<file path="src/lzd_pkg.sv">
`timescale 1ns / 1ps

package lzd_pkg;

    localparam int WINDOW_BYTES_DEF   = 4096;
    localparam int SHORTEST_MATCH_DEF = 3;
    localparam int TOKENS_PER_FLAG    = 8;
    localparam int LEN_FIELD_MAX      = 15;

    typedef enum logic [1:0] {
        S_IDLE,
        S_READ,
        S_EMIT
    } t_state;

    typedef enum logic [1:0] {
        PH_FLAG   = 2'd0,
        PH_TOKEN  = 2'd1,
        PH_SECOND = 2'd2,
        PH_BAD    = 2'd3
    } t_phase;

    typedef struct packed {
        logic accept;
        logic rd;
        logic emit;
    } t_cmd;

    typedef struct packed {
        logic out_free;
        logic start_copy;
        logic copy_last;
    } t_status;

endpackage

</file>
<file path="src/lzd_ctrl.sv">
`timescale 1ns / 1ps

module lzd_ctrl (
    input  logic             i_clk,
    input  logic             i_rst_n,
    input  logic             i_in_valid,
    output logic             o_in_stall,
    input  lzd_pkg::t_status i_status,
    output lzd_pkg::t_cmd    o_cmd
);

    import lzd_pkg::*;

    t_state r_state;
    t_state n_state;

    always_ff @(posedge i_clk) begin
        if (!i_rst_n) begin
            r_state <= S_IDLE;
        end else begin
            r_state <= n_state;
        end
    end

    always_comb begin
        n_state = r_state;
        unique case (r_state)
            S_IDLE: begin
                if (i_in_valid && i_status.out_free && i_status.start_copy) begin
                    n_state = S_READ;
                end
            end
            S_READ: begin
                n_state = S_EMIT;
            end
            S_EMIT: begin
                if (i_status.out_free) begin
                    n_state = i_status.copy_last ? S_IDLE : S_READ;
                end
            end
            default: begin
                n_state = S_IDLE;
            end
        endcase
    end

    always_comb begin
        o_cmd      = '0;
        o_in_stall = 1'b1;
        unique case (r_state)
            S_IDLE: begin
                o_in_stall   = !i_status.out_free;
                o_cmd.accept = i_in_valid && i_status.out_free;
            end
            S_READ: begin
                o_cmd.rd = 1'b1;
            end
            S_EMIT: begin
                o_cmd.emit = i_status.out_free;
            end
            default: begin
                o_cmd = '0;
            end
        endcase
    end

endmodule

</file>
<file path="config.mk">
export PLATFORM = sky130hd
export DESIGN_NAME = lzd_ctrl
export DESIGN_NICKNAME = d
export VERILOG_FILES = /design/src/lzd_pkg.sv /design/src/lzd_ctrl.sv
export SDC_FILE = /design/constraint.sdc
export NUM_CORES = 1
export LEC_CHECK = 0
export BUFFER_PORTS_ARGS = -buffer_cell sky130_fd_sc_hd__clkbuf_2
export CORE_AREA = 2 2 39 41
export DETAILED_ROUTE_END_ITERATION = 8
export DIE_AREA = 0 0 41 43
export PLACE_DENSITY_LB_ADDON = 0.08
export SETUP_SLACK_MARGIN = 0.4
export SYNTH_ARGS = -nofsm -noshare
export SYNTH_HDL_FRONTEND = slang
export SYNTH_SLANG_ARGS = --single-unit
</file>
<file path="constraint.sdc">
create_clock -name i_clk -period 0.95 [get_ports i_clk]
set_input_delay 0.2375 -clock i_clk [delete_from_list [all_inputs] [get_ports i_clk]]
set_output_delay 0.2375 -clock i_clk [all_outputs]
set_load 0.02 [all_outputs]
</file>
==> flow_metrics.env <==
export IMPL_path_cells="or3b_4 > nor2_4 > buf_8"
export IMPL_synth_cell_types=12
export IMPL_crit_required_ns=0.71
export IMPL_rows=14
export IMPL_drive_gt1_share_pct=75.9
export IMPL_routabilityCongestion=0.532
export IMPL_viasPerCell=3.36
export IMPL_min_period_over_period_pct=146
export IMPL_run_status="complete, but fails checks"
export IMPL_grt_pass1_wl_um=510
export IMPL_num_vias=151
export IMPL_max_stage_delay_ns=0.39
export IMPL_cap_violations=0
export IMPL_reg_top3="r_state (2)"
export IMPL_violations="negative setup slack"
export IMPL_crit_slowest_cell="or3b_4"
export IMPL_clk_pin_slew_ns=0.03
export IMPL_grt_total_usage_pct=5.61
export IMPL_drt_initial_drc_count=2
export IMPL_synth_seq_cells=2
export IMPL_hold_violations=0
export IMPL_crit_fanout=5
export IMPL_ios=10
export IMPL_maxSlewViolCount=0
export IMPL_largest_register="r_state"
export IMPL_remaining_drc_errors=0
export IMPL_crit_type="reg -> out"
export IMPL_syn_inst=14
export IMPL_cts_sinks=2
export IMPL_synth_area_per_cell_um2=8.94
export IMPL_worst_slack_ns=-0.438
export IMPL_fin_nets=37
export IMPL_rsz0062_at_grt="yes"
export IMPL_grt_overflow_total=0
export IMPL_fin_util_pct=20.3
export IMPL_antenna_found_initial=0
export IMPL_cts_made_buffers=3
export IMPL_port_buffers=9
export IMPL_drt_pass1_iter_count=2
export IMPL_cts_tree="yes"
export IMPL_setup_tns_ns=-1.59
export IMPL_power_density_nw_per_um2=1240
export IMPL_instances_no_fill=45
export IMPL_cts_htree_levels=1
export IMPL_clock_skew_ns=0.00411
export IMPL_worst_slew_pin_slew_ns=0.154
export IMPL_ctsRootBufferMaster="clkbuf_4"
export IMPL_power_mw=0.350
export IMPL_routed_wl_um=361
export IMPL_clk_latency_ns=0.23
export IMPL_fp_dieH_um=43
export IMPL_syn_num_nets=20
export IMPL_area_delta_synth_final_pct=125
export IMPL_die_x_um=41
export IMPL_end_kind="output port"
export IMPL_setup_worst_path_start_class="register"
export IMPL_fmax_mhz=720
export IMPL_wire_per_inst_um=8.02
export IMPL_crit_arrival_ns=1.15
export IMPL_peakVddDrop_mv=0.258
export IMPL_layout_commonest_cell="clkbuf_2"
export IMPL_syn_area_um2=125
export IMPL_grt_max_degree=6
export IMPL_layout_min_cycle_time_ns=1.39
export IMPL_timing_hold_ws_ns=0.237
export IMPL_post_place_cells=40
export IMPL_ys_warn_count=0
export IMPL_diodes=0
export IMPL_largest_reg_flops=2
export IMPL_detail_route_antenna_nets=0
export IMPL_final_cell_mix="5 x clkbuf_2, 4 x clkbuf_4, 3 x buf_6"
export IMPL_min_path_type="in -> reg"
export IMPL_final_setup_viol_count=5
export IMPL_max_slew_margin_pct=89.7
export IMPL_grt_pass1_vias=119
export IMPL_seq_area_frac_synth_pct=32.0
export IMPL_fillers=166
export IMPL_core_um2=1380
export IMPL_dieArea_um2=1760
export IMPL_p_leak_nw=0.131
export IMPL_start_util_pct=9.04
export IMPL_clk_path_buf_depth=2
repair_timing:
action                                  4_1_cts  5_1_grt
hold endpoints to repair                      0        0
cloned                                        0        0
hold buffers                                  0        0
pin swaps                                     1        2
endpoints found under the setup margin        6        6
setup buffers                                 0        2
resized for setup                             5        6
synth_stat cells (all sizes together):
cell type | n | area [um2]
a21oi | 1 | 5.00
and3b | 1 | 8.76
buf | 1 | 7.51
dfxtp | 2 | 40.0
inv | 1 | 3.75
nand2b | 1 | 6.26
nand3b | 2 | 15.0
nor2 | 1 | 6.26
nor2b | 1 | 6.26
nor3b | 1 | 7.51
o21a | 1 | 7.51
or3b | 1 | 11.3
cells by family (layout without fill, tap and decap cells):
family                 after synthesis  after routing  synth area share, %
buffers and inverters                2             17                 9.00
flip-flops                           2              2                 32.0
AND/OR/NAND/NOR                      8              8                 49.0
AO/OA/AOI/OAI                        2              2                 10.0
worst max-delay path, delay by kind of cell (launching register included):
family	cells	cell delay [ns]
AND/OR/NAND/NOR	2	0.49
buffers and inverters	1	0.11
flip-flops	1	0.32
power by group:
group	switching [mW]	internal (mW)	leakage (nW)	total [mW]
logic	0.0293	0.0411	0.100	0.0704
registers	0.00184	0.0876	0.0172	0.0894
clock network	0.0505	0.139	0.0138	0.190
per-stage QoR:
step                      cell area [um2]  setup slack [ns]
final                                 282            -0.438
after CTS                             251            -0.468
after global placement                209            -0.260
after global routing                  282            -0.478
after detailed placement              209            -0.254
after floorplan                       136            -0.195
layer usage:
layer  global-route usage, %  wire length (um)  up-vias
met5                       0                 0        -
li1                        -                 -       77
met3                    4.71                42        2
met2                    5.63               178        7
met4                    10.0                15        0
met1                    4.47               124       65
path summary, 6_finish.rpt:
path	start	endpoint	slack, ns	depth (start not counted)
hold reg to reg	r_state[0]	r_state[0]	0.54	2
setup reg to reg	r_state[1]	r_state[0]	-0.04	5
setup / recovery	r_state[0]	o_cmd[2]	-0.44	3
hold / removal	i_rst_n	r_state[1]	0.24	2
cell type report:
class	count	area, um2	share of cell area [%]
clock buffers	3	22.5	8.00
repair buffers	13	110	39.1
multi-input cells	10	82.6	29.3
flip-flops and latches	2	42.5	15.1
well taps	16	20.0	7.11
inverters	1	3.75	1.33
No activity file was read; power rests on OpenSTA's default activity.
